--- src/hw/rtl/wsfp_pkg.sv ---
// Shared types, constants and helpers for the WebSocket frame parser.
`default_nettype none
package wsfp_pkg;

	localparam int PAYLOAD_COUNT_BITS = 25;
	localparam int MAX_LEN_W          = 25;
	localparam logic [MAX_LEN_W-1:0] MAX_LEN_RESET = MAX_LEN_W'(16777216);

	localparam logic [6:0] LEN7_EXT16 = 7'd126;
	localparam logic [6:0] LEN7_EXT64 = 7'd127;

	localparam logic [3:0] OP_CONT  = 4'h0;
	localparam logic [3:0] OP_TEXT  = 4'h1;
	localparam logic [3:0] OP_CLOSE = 4'h8;
	localparam logic [3:0] OP_PING  = 4'h9;

	typedef enum logic [2:0] {
		PH_B0    = 3'd0,
		PH_B1    = 3'd1,
		PH_EXT16 = 3'd2,
		PH_EXT64 = 3'd3,
		PH_MASK  = 3'd4,
		PH_DATA  = 3'd5
	} phase_t;

	typedef enum logic [1:0] {
		KIND_DATA  = 2'd0,
		KIND_PING  = 2'd1,
		KIND_CLOSE = 2'd2,
		KIND_ERROR = 2'd3
	} frame_kind_t;

	typedef struct packed {
		logic        emits;
		frame_kind_t kind;
	} op_class_t;

	typedef struct packed {
		logic [7:0]  payload_byte;
		logic        has_byte;
		frame_kind_t frame_kind;
		logic        frame_end;
	} result_t;

	function automatic op_class_t classify(input logic [3:0] op);
		op_class_t c;
		c.emits = 1'b1;
		c.kind  = KIND_DATA;
		if (op == OP_TEXT || op == OP_CONT) begin
			c.kind = KIND_DATA;
		end else if (op == OP_PING) begin
			c.kind = KIND_PING;
		end else if (op == OP_CLOSE) begin
			c.kind = KIND_CLOSE;
		end else begin
			c.emits = 1'b0;
		end
		return c;
	endfunction

endpackage
`default_nettype wire

--- src/hw/rtl/websocket_frame_parser.sv ---
// WebSocket receive-side frame parser: header decode, unmasking and result tagging.
//
//  Channel          Direction  Transaction                      Payload
//  s_axis           in         one received byte                tdata[7:0] = rx_byte
//  m_axis           out        one parser result                tdata = payload_byte,
//                                                              tuser = {frame_kind, has_byte},
//                                                              tlast = frame_end
//  max_payload_len  in         register write on _wr high       25-bit length cap
//
// Each byte is captured in an input register and, when the output slot has room, decoded
// against the parse state by one pass of shallow logic; any result lands in the output
// register. One byte per clock is sustained while m_axis is not stalled.
// A stall on m_axis holds the output register, the parse state and a full input register;
// it takes bytes while empty or while the output slot is free or emptied this cycle.
// Reset (arst_n low) clears the parse state to await a first header byte and sets the
// length cap to 16 MiB.
`default_nettype none
module websocket_frame_parser (
	input  wire logic        clk,
	input  wire logic        arst_n,
	// Received byte stream. tdata: [7:0] rx_byte.
	input  wire logic        s_axis_tvalid,
	output      logic        s_axis_tready,
	input  wire logic [7:0]  s_axis_tdata,
	// Parser results. tdata: [7:0] payload_byte.
	output      logic        m_axis_tvalid,
	input  wire logic        m_axis_tready,
	output      logic [7:0]  m_axis_tdata,
	// tuser: [0] has_byte, [2:1] frame_kind.
	output      logic [2:0]  m_axis_tuser,
	output      logic        m_axis_tlast,
	// Length cap register write.
	input  wire logic        max_payload_len_wr,
	input  wire logic [wsfp_pkg::MAX_LEN_W-1:0] max_payload_len
);

	localparam int CW = wsfp_pkg::PAYLOAD_COUNT_BITS;
	// The length and the cap are compared at the wider of their two widths.
	localparam int CMP_W = (CW > wsfp_pkg::MAX_LEN_W) ? CW : wsfp_pkg::MAX_LEN_W;

	// Input register and output register.
	logic               valid_s1;
	logic [7:0]         byte_s1;
	logic               valid_s2;
	wsfp_pkg::result_t  res_s2;

	// Parse state.
	wsfp_pkg::phase_t   phase_q, phase_n;
	logic [3:0]         opcode_q, opcode_n;
	logic               mask_q, mask_n;
	logic [CW-1:0]      len_q, len_n;
	logic               len_hi_q, len_hi_n;   // a set bit was shifted out above the count
	logic [2:0]         hcnt_q, hcnt_n;
	logic [31:0]        key_q, key_n;
	logic [1:0]         lane_q, lane_n;
	logic [CW-1:0]      left_q, left_n;
	logic [wsfp_pkg::MAX_LEN_W-1:0] cap_q;

	logic               advance;
	logic               emit;
	wsfp_pkg::result_t  res_n;

	logic               len_done;
	logic [CW-1:0]      len_val;
	logic               len_big;
	logic               start;
	logic [CW-1:0]      start_cnt;
	logic [7:0]         key_byte;
	logic               last;
	wsfp_pkg::op_class_t cls;

	// The output slot is free or drains this cycle, so the captured byte can be decoded.
	assign advance       = valid_s1 && (!valid_s2 || m_axis_tready);
	assign s_axis_tready = !valid_s1 || advance;

	assign cls = wsfp_pkg::classify(opcode_q);

	always_comb begin
		phase_n   = phase_q;
		opcode_n  = opcode_q;
		mask_n    = mask_q;
		len_n     = len_q;
		len_hi_n  = len_hi_q;
		hcnt_n    = hcnt_q;
		key_n     = key_q;
		lane_n    = lane_q;
		left_n    = left_q;
		emit      = 1'b0;
		res_n     = '{payload_byte: 8'h00, has_byte: 1'b0,
			frame_kind: wsfp_pkg::KIND_DATA, frame_end: 1'b0};
		len_done  = 1'b0;
		len_val   = '0;
		len_big   = 1'b0;
		start     = 1'b0;
		start_cnt = left_q;
		key_byte  = 8'h00;
		last      = 1'b0;

		unique case (phase_q)
			wsfp_pkg::PH_B1: begin
				mask_n   = byte_s1[7];
				hcnt_n   = 3'd0;
				len_n    = '0;
				len_hi_n = 1'b0;
				if (byte_s1[6:0] == wsfp_pkg::LEN7_EXT16) begin
					phase_n = wsfp_pkg::PH_EXT16;
				end else if (byte_s1[6:0] == wsfp_pkg::LEN7_EXT64) begin
					phase_n = wsfp_pkg::PH_EXT64;
				end else begin
					len_done = 1'b1;
					len_val  = CW'(byte_s1[6:0]);
					len_big  = 1'b0;
				end
			end
			wsfp_pkg::PH_EXT16, wsfp_pkg::PH_EXT64: begin
				// Big-endian: shift the running length up a byte.
				len_hi_n = len_hi_q | (|len_q[CW-1:CW-8]);
				len_n    = {len_q[CW-9:0], byte_s1};
				if (hcnt_q == ((phase_q == wsfp_pkg::PH_EXT16) ? 3'd1 : 3'd7)) begin
					len_done = 1'b1;
					len_val  = len_n;
					len_big  = len_hi_n;
				end else begin
					hcnt_n = hcnt_q + 3'd1;
				end
			end
			wsfp_pkg::PH_MASK: begin
				key_n = {key_q[23:0], byte_s1};
				if (hcnt_q == 3'd3) begin
					hcnt_n    = 3'd0;
					start     = 1'b1;
					start_cnt = left_q;
				end else begin
					hcnt_n = hcnt_q + 3'd1;
				end
			end
			wsfp_pkg::PH_DATA: begin
				unique case (lane_q)
					2'd0:    key_byte = key_q[31:24];
					2'd1:    key_byte = key_q[23:16];
					2'd2:    key_byte = key_q[15:8];
					default: key_byte = key_q[7:0];
				endcase
				lane_n = lane_q + 2'd1;
				if (left_q != '0) begin
					left_n = left_q - CW'(1);
				end
				last = (left_n == '0);
				if (last) begin
					phase_n = wsfp_pkg::PH_B0;
				end
				if (cls.emits && cls.kind != wsfp_pkg::KIND_CLOSE) begin
					emit               = 1'b1;
					res_n.payload_byte = byte_s1 ^ key_byte;
					res_n.has_byte     = 1'b1;
					res_n.frame_kind   = cls.kind;
					res_n.frame_end    = last;
				end else if (cls.emits && last) begin
					// A close frame reports once, on its final byte.
					emit             = 1'b1;
					res_n.frame_kind = wsfp_pkg::KIND_CLOSE;
					res_n.frame_end  = 1'b1;
				end
			end
			default: begin
				// First header byte; also recovers from any unused phase code.
				opcode_n = byte_s1[3:0];
				phase_n  = wsfp_pkg::PH_B1;
			end
		endcase

		// Length complete: check it against the cap before any mask key.
		if (len_done) begin
			hcnt_n = 3'd0;
			if (len_big || (CMP_W'(len_val) > CMP_W'(cap_q))) begin
				phase_n          = wsfp_pkg::PH_B0;
				emit             = 1'b1;
				res_n.frame_kind = wsfp_pkg::KIND_ERROR;
				res_n.frame_end  = 1'b1;
			end else begin
				left_n = len_val;
				key_n  = 32'h0;
				if (mask_n) begin
					phase_n = wsfp_pkg::PH_MASK;
				end else begin
					start     = 1'b1;
					start_cnt = len_val;
				end
			end
		end

		// Header finished: enter the payload, or close off an empty frame at once.
		if (start) begin
			lane_n = 2'd0;
			if (start_cnt != '0) begin
				phase_n = wsfp_pkg::PH_DATA;
			end else begin
				phase_n = wsfp_pkg::PH_B0;
				if (cls.emits) begin
					emit             = 1'b1;
					res_n.frame_kind = cls.kind;
					res_n.frame_end  = 1'b1;
				end
			end
		end
	end

	always_ff @(posedge clk or negedge arst_n) begin
		if (!arst_n) begin
			valid_s1 <= 1'b0;
			valid_s2 <= 1'b0;
			phase_q  <= wsfp_pkg::PH_B0;
			opcode_q <= 4'h0;
			mask_q   <= 1'b0;
			len_q    <= '0;
			len_hi_q <= 1'b0;
			hcnt_q   <= 3'd0;
			key_q    <= 32'h0;
			lane_q   <= 2'd0;
			left_q   <= '0;
			cap_q    <= wsfp_pkg::MAX_LEN_RESET;
		end else begin
			if (max_payload_len_wr) begin
				cap_q <= max_payload_len;
			end
			if (s_axis_tready) begin
				valid_s1 <= s_axis_tvalid;
			end
			if (advance) begin
				valid_s2 <= emit;
				phase_q  <= phase_n;
				opcode_q <= opcode_n;
				mask_q   <= mask_n;
				len_q    <= len_n;
				len_hi_q <= len_hi_n;
				hcnt_q   <= hcnt_n;
				key_q    <= key_n;
				lane_q   <= lane_n;
				left_q   <= left_n;
			end else if (m_axis_tready) begin
				valid_s2 <= 1'b0;
			end
		end
	end

	// Payload registers carry no reset.
	always_ff @(posedge clk) begin
		if (s_axis_tready && s_axis_tvalid) begin
			byte_s1 <= s_axis_tdata;
		end
		if (advance && emit) begin
			res_s2 <= res_n;
		end
	end

	assign m_axis_tvalid = valid_s2;
	assign m_axis_tdata  = res_s2.payload_byte;
	assign m_axis_tuser  = {res_s2.frame_kind, res_s2.has_byte};
	assign m_axis_tlast  = res_s2.frame_end;

endmodule
`default_nettype wire
--- config.mk ---
export PLATFORM = sky130hd
export DESIGN_NAME = websocket_frame_parser
export DESIGN_NICKNAME = d
export VERILOG_FILES = /design/src/hw/rtl/wsfp_pkg.sv /design/src/hw/rtl/websocket_frame_parser.sv
export SDC_FILE = /design/constraint.sdc
export NUM_CORES = 1
export LEC_CHECK = 0
export BUFFER_PORTS_ARGS = -buffer_cell sky130_fd_sc_hd__buf_2
export CAP_MARGIN = 5
export CORE_UTILIZATION = 40
export CTS_CLUSTER_DIAMETER = 30
export CTS_CLUSTER_SIZE = 12
export DETAILED_ROUTE_END_ITERATION = 16
export PLACE_DENSITY_LB_ADDON = 0.2
export SETUP_SLACK_MARGIN = 0.1
export SLEW_MARGIN = 15
export SYNTH_ARGS = -nofsm -noshare
export SYNTH_HDL_FRONTEND = slang
export SYNTH_SLANG_ARGS = --single-unit
--- constraint.sdc ---
create_clock -name clk -period 14.4 [get_ports clk]
set_input_delay 0.72 -clock clk [delete_from_list [all_inputs] [get_ports clk]]
set_output_delay 0.72 -clock clk [all_outputs]
set_load 0.02 [all_outputs]
==> flow_summary.yaml, run 1 <==
placed_design:
  placedInstanceArea_um2: 8105
  io_buffers: 51
  gp_congestion: 0.9342
  dpl.hpwl_um: 14080
logic_synthesis:
  yosys-top-cells-area: "dfrtp_1, edfxtp_1, a22o_1"
  synth_cells: 793
  yosysSeqAreaShare_pct: 47.93
  synth.avg_cell_area_um2: 9.681
  synth_top_family_by_area: "compound AO/OA/AOI/OAI gates"
  synth_area_um2: 7677
  synth_xor_area_share_pct: 1.483
  synth_common_cells: "dfrtp_1, nand2_1, o21ai_0"
  synth_area_leader_cell: "dfrtp_1"
  yosys.area_share.simple_pct: 16.35
  yosys_warnings: 0
  syn-num-nets: 865
  synth-async-reset-ratio_pct: 86.01
  synthMuxAreaShare_pct: 1.565
  yosysUniqueCellTypes: 65
  synth_top_area_share_pct: 39.77
  synthFlopType: "dfrtp_1"
  synth_fa_ha_area_share_pct: 5.541
  synth_edf_count: 20
  synth_compound_area_share_pct: 22.43
  ys_ff_latch: 143
  yosysMostFrequentCell: "dfrtp_1"
route:
  wl_met1_um: 9872
  wl_per_cell_um: 19.03
  dr.pass1.iters: 5
  num_vias: 6200
  routed.top_layer: "met4"
  met3_length_um: 1155
  wl_met2_um: 8770
  wl_um: 20340
  drtIter0Drc: 582
  via_per_inst: 5.800
  post-route-drc-count: 0
  postRouteAntennaNets: 0
timing:
  setup_viol: 0
  period_minus_slack_ps: 5243
  clock.fmax_mhz: 190.7
  tightest_slew_ps: 1042
  fin_crit_sh_pct: 36.41
  drv_slew: 0
  max_slew_margin_pct: 30.28
  finalHoldViolCount: 0
  tns_ps: 0
  clock_skew_ps: 9.934
  rsz0062_at_grt: "no"
pwr:
  power.density_nw_per_um2: 174.6
  ir_drop_uv: 73.03
  power_w: 0.001508
  power_leakage_nw: 3.843
worst_setup_path:
  crit_type: "flop to flop"
  cp_max_fo: 16
  reg2reg_depth: 14
  crit_required_ps: 14520
  critPathMaxStageDelay_ps: 690
  arrival_ps: 5370
  worst_setup_path_end_kind: "flop"
  startpoint_type: "flop"
  crit_slowest_cell: "a2111oi_0"
  crit_chain: "nor3b_1, o21ai_0, nand2_1, and2_1, ha_1, a211oi_1, nor2_1, a2111oi_0, o21a_1, nand3_1, o31ai_1, o21ai_2, a31oi_1, buf_4"
cells_and_area:
  area_delta_synth_final_pct: 12.48
  drive_gt1_share_pct: 13.65
  final_net_count: 894
  antenna_cells: 0
  final_area_um2: 8636
floorplanning:
  rows: 50
  io_pins: 52
  dieArea_um2: 19750
  start_util_pct: 40.91
  die_w_um: 140.5
  core-area_um2: 18770
  dieHeight_um: 140.5
clock_tree:
  numClockSinks: 143
  numCtsBuffers: 17
  hold_buffers: 0
  post_cts_buffers: 0
  cts_max_path_buffers: 2
  clock_latency_ps: 430
  htreeDepth: 4
  root_buffer: "clkbuf_16"
  path_clk_slew_ps: 60
  cts_tree: "yes"
  cts-resized-gates: 0
global_routing:
  grt_overflow_total: 0
  grt_pass1_vias: 5848
  grt_max_degree: 70
  grt_pass1_wl_um: 32610
  track_usage_pct: 21.63
  antenna_found_initial: 0
outcome:
  status: "complete, no violations"
min_path:
  hold_class: "input pin to asynchronous set/reset pin"
flow_run:
  drv_cap: 0
metal layers:
layer,vias to the layer above,global-route usage [%]
li1,2968,-
met1,2968,31.34
met2,218,31.24
met3,46,4.376
met4,0,9.382
met5,-,0
worst max-delay path, delay by kind of cell (launching register included):
family | cells | cell delay [ps]
simple gates | 5 | 1650
compound gates | 7 | 2310
flops | 1 | 490
buf+inv | 1 | 240
fa+ha+maj | 1 | 230
sequential cells by signal, summed over array words and instances, names as in the netlist:
register,flops
lane_q,2
valid_s1,1
len_hi_q,1
mask_q,1
key_q,32
len_q,25
left_q,25
m_axis_tdata,8
m_axis_tlast,1
m_axis_tuser,3
phase_q,3
hcnt_q,3
opcode_q,4
cap_q,25
byte_s1,8
m_axis_tvalid,1
stage by stage:
step	setup WS [ps]	cells	util, %	hold WS (ps)
detailed placement	9235	1037	43.19	480.1
CTS	9204	1069	46.01	455.8
finish	9157	1069	46.01	399.6
global route	8694	1069	46.01	455.0
global placement	9405	1037	43.19	487.8
floorplan	9678	793	-	424.4
logic make-up after synthesis:
| group | after synthesis |
|---|---|
| multiplexers | 11 |
| adder cells (fa/ha/maj) | 34 |
| flip-flops | 143 |
| XOR/XNOR | 13 |
| AND/OR/NAND/NOR | 249 |
| AO/OA/AOI/OAI | 249 |
| buffers and inverters | 94 |
path summary, 6_finish.rpt:
check / startpoint / endpoint / slack (ps)
hold / removal: arst_n / key_q[23] / 400
max in group asynchronous: arst_n / phase_q[2] / 12740
min in group clk: s_axis_tdata[7] / byte_s1[7] / 470
setup / recovery: phase_q[0] / m_axis_tdata[5] / 9160
hold reg to reg: key_q[30] / key_q[30] / 500
setup reg to reg: phase_q[0] / m_axis_tdata[5] / 9160
report_power, final:
part           switching, W  internal, W
combinational      0.000315     0.000197
clock              0.000175     0.000224
sequential        0.0000907     0.000505
placed cells by master, fill, tap and decap left out, types with 23 or more instances in the layout:
cell / count
dfrtp_1: 122
nor3_1: 23
nand2_1: 75
a22o_1: 67
o21ai_0: 75
inv_1: 44
a21oi_1: 30
and2_1: 28
ha_1: 34
nor2_1: 48
buf_2: 50
layout make-up:
cell class	instances	area, um2
Fill cell	1846	10130
Sequential cell	143	3680
Multi-Input combinational cell	556	3642
Clock buffer	19	442.9
Timing Repair Buffer	60	325.3
Tap cell	234	292.8
Inverter	44	165.2
Clock inverter	13	87.58
No activity file was read; power rests on OpenSTA's default activity.
==> run 2, diff against run 1 <==
==> constraint.sdc (replaced) <==
create_clock -name clk -period 5.4 [get_ports clk]
set_input_delay 0.27 -clock clk [delete_from_list [all_inputs] [get_ports clk]]
set_output_delay 0.27 -clock clk [all_outputs]
set_load 0.02 [all_outputs]
==> flow_summary.yaml, run 2 (synthesis results as in run 1) <==
outcome:
  status: "finished, violations left"
  violations: "hold timing"
route:
  dr.pass1.iters: 6
  drtIter0Drc: 612
  via_per_inst: 5.763
  postRouteAntennaNets: 0
  wl_um: 20580
  post-route-drc-count: 0
  wl_per_cell_um: 19.09
  num_vias: 6212
cells_and_area:
  largest_register_ffs: 32
  stdcell_count: 1078
  regMostFlops: "key_q"
  area_delta_synth_final_pct: 14.54
  antenna_cells: 0
  final_net_count: 903
  drive_gt1_share_pct: 14.57
  final_cell_mix: "dfrtp_1, nand2_1, o21ai_0"
  layout.cells.most_common: "dfrtp_1"
placed_design:
  gp_congestion: 0.9013
  dp.cells: 1046
  io_buffers: 51
  dpl.hpwl_um: 13810
timing:
  fin_crit_sh_pct: 89.19
  finalHoldViolCount: 8
  whs_ps: -5.982
  max_slew_margin_pct: 22.08
  rsz0062_at_grt: "no"
  tightest_slew_ps: 1166
  clock.fmax_mhz: 207.6
  setup_viol: 0
  drv_slew: 0
  tns_ps: 0
  clock_skew_ps: 8.241
  period_minus_slack_ps: 4816
worst_setup_path:
  rrSetupSlack_ps: 580
  reg2reg_from: "phase_q[0]"
  arrival_ps: 4940
  crit_type: "flop to flop"
  worst_setup_path_end_kind: "flop"
  crit-reg2reg-capture: "m_axis_tdata[1]"
  crit_required_ps: 5530
  startpoint_type: "flop"
  reg2reg_depth: 15
  cp_max_fo: 16
pwr:
  power.internal_w: 0.002645
  power.density_nw_per_um2: 479.3
  pwr-share-comb_pct: 33.2
  switching_power_w: 0.001570
  ir_drop_uv: 224.5
  power_frac_clock_pct: 29.4
  p_seq_share_pct: 37.5
  power.share.switching_pct: 37.26
  power_leakage_nw: 3.923
floorplanning:
  dieArea_um2: 19750
  core-area_um2: 18770
  die_w_um: 140.5
  io_pins: 52
  dieHeight_um: 140.5
  start_util_pct: 40.91
  rows: 50
clock_tree:
  clock_latency_ps: 430
  root_buffer: "clkbuf_16"
  numCtsBuffers: 17
  path_clk_slew_ps: 60
  cts_max_path_buffers: 2
  numClockSinks: 143
  htreeDepth: 4
  cts_tree: "yes"
  post_cts_buffers: 0
global_routing:
  grt_max_degree: 75
  grt_pass1_vias: 6025
  grt_pass1_wl_um: 33060
  track_usage_pct: 21.83
  antenna_found_initial: 0
  grt_overflow_total: 0
min_path:
  hold_class: "input pin to asynchronous set/reset pin"
flow_run:
  drv_cap: 0
run 2: power by group through the flow:
stage | combinational (W) | clock (W) | sequential [W]
6_report | 0.00140 | 0.00124 | 0.00158
3_5_place_dp | 0.00138 | 0 | 0.00159
3_3_place_gp | 0.00137 | 0 | 0.00159
4_1_cts | 0.00138 | 0.00126 | 0.00157
2_1_floorplan | 0.00104 | 0 | 0.00152
5_1_grt | 0.00154 | 0.00131 | 0.00161
run 2: worst max path at each step:
stage                     from         endpoint  slack (ps)  depth (start not counted)
global route        phase_q[0]  m_axis_tuser[2]         220                         15
global placement    phase_q[0]  m_axis_tdata[5]         750                         15
detailed placement  phase_q[0]  m_axis_tdata[6]         590                         15
finish              phase_q[0]  m_axis_tdata[1]         580                         15
CTS                 phase_q[0]  m_axis_tuser[2]         560                         15
floorplan           phase_q[0]  m_axis_tdata[0]         680                         15
run 2: area by class of cell:
| cell class | instances | area (um2) |
|---|---|---|
| clock buffer | 22 | 496.7 |
| clock inverter | 10 | 122.6 |
| fill | 1756 | 9975 |
| inverter | 44 | 165.2 |
| multi-input combinational | 556 | 3643 |
| sequential | 143 | 3680 |
| tap | 234 | 292.8 |
| timing repair buffer | 69 | 392.9 |
run 2: worst max-delay path, cell delays in order, from the launching register on:
cell       delay [ps]
dfrtp_1           500
nor3b_1           540
o21ai_0           250
nand2_1           370
and2_1            190
ha_1              240
a211oi_1          220
nor2_1             80
a2111oi_1         560
o21a_1            250
nand3_1            80
buf_4             230
o31ai_1           410
o21ai_2           150
a31oi_1           170
buf_4             260
run 2: stage by stage:
step / hold slack (ps) / setup WS [ps] / total power [W] / utilization (%) / cell area [um2]
detailed placement: 449.2 / 585.9 / 0.002966 / 43.55 / 8173
global placement: 449.5 / 748.1 / 0.002962 / 43.55 / 8173
global route: 5.544 / 223.5 / 0.004461 / 46.85 / 8793
finish: -5.982 / 583.5 / 0.004215 / 46.85 / 8793
floorplan: -25.59 / 677.9 / 0.002559 / - / 7677
CTS: 7.166 / 562.4 / 0.004222 / 46.85 / 8792
run 2: what timing repair did:
item,CTS,global route
setup endpoints to repair,0,12
gates resized for setup,0,1
hold buffers,0,0
run 2: routing by layer:
| metal | vias to the layer above | GRT usage, % | part of all wire [%] |
|---|---|---|---|
| met5 | - | 0 | 0 |
| met4 | 0 | 7.895 | 1.8 |
| met3 | 24 | 4.547 | 5.4 |
| met2 | 199 | 32.84 | 45 |
| met1 | 3007 | 31.02 | 48 |
| li1 | 2982 | - | - |
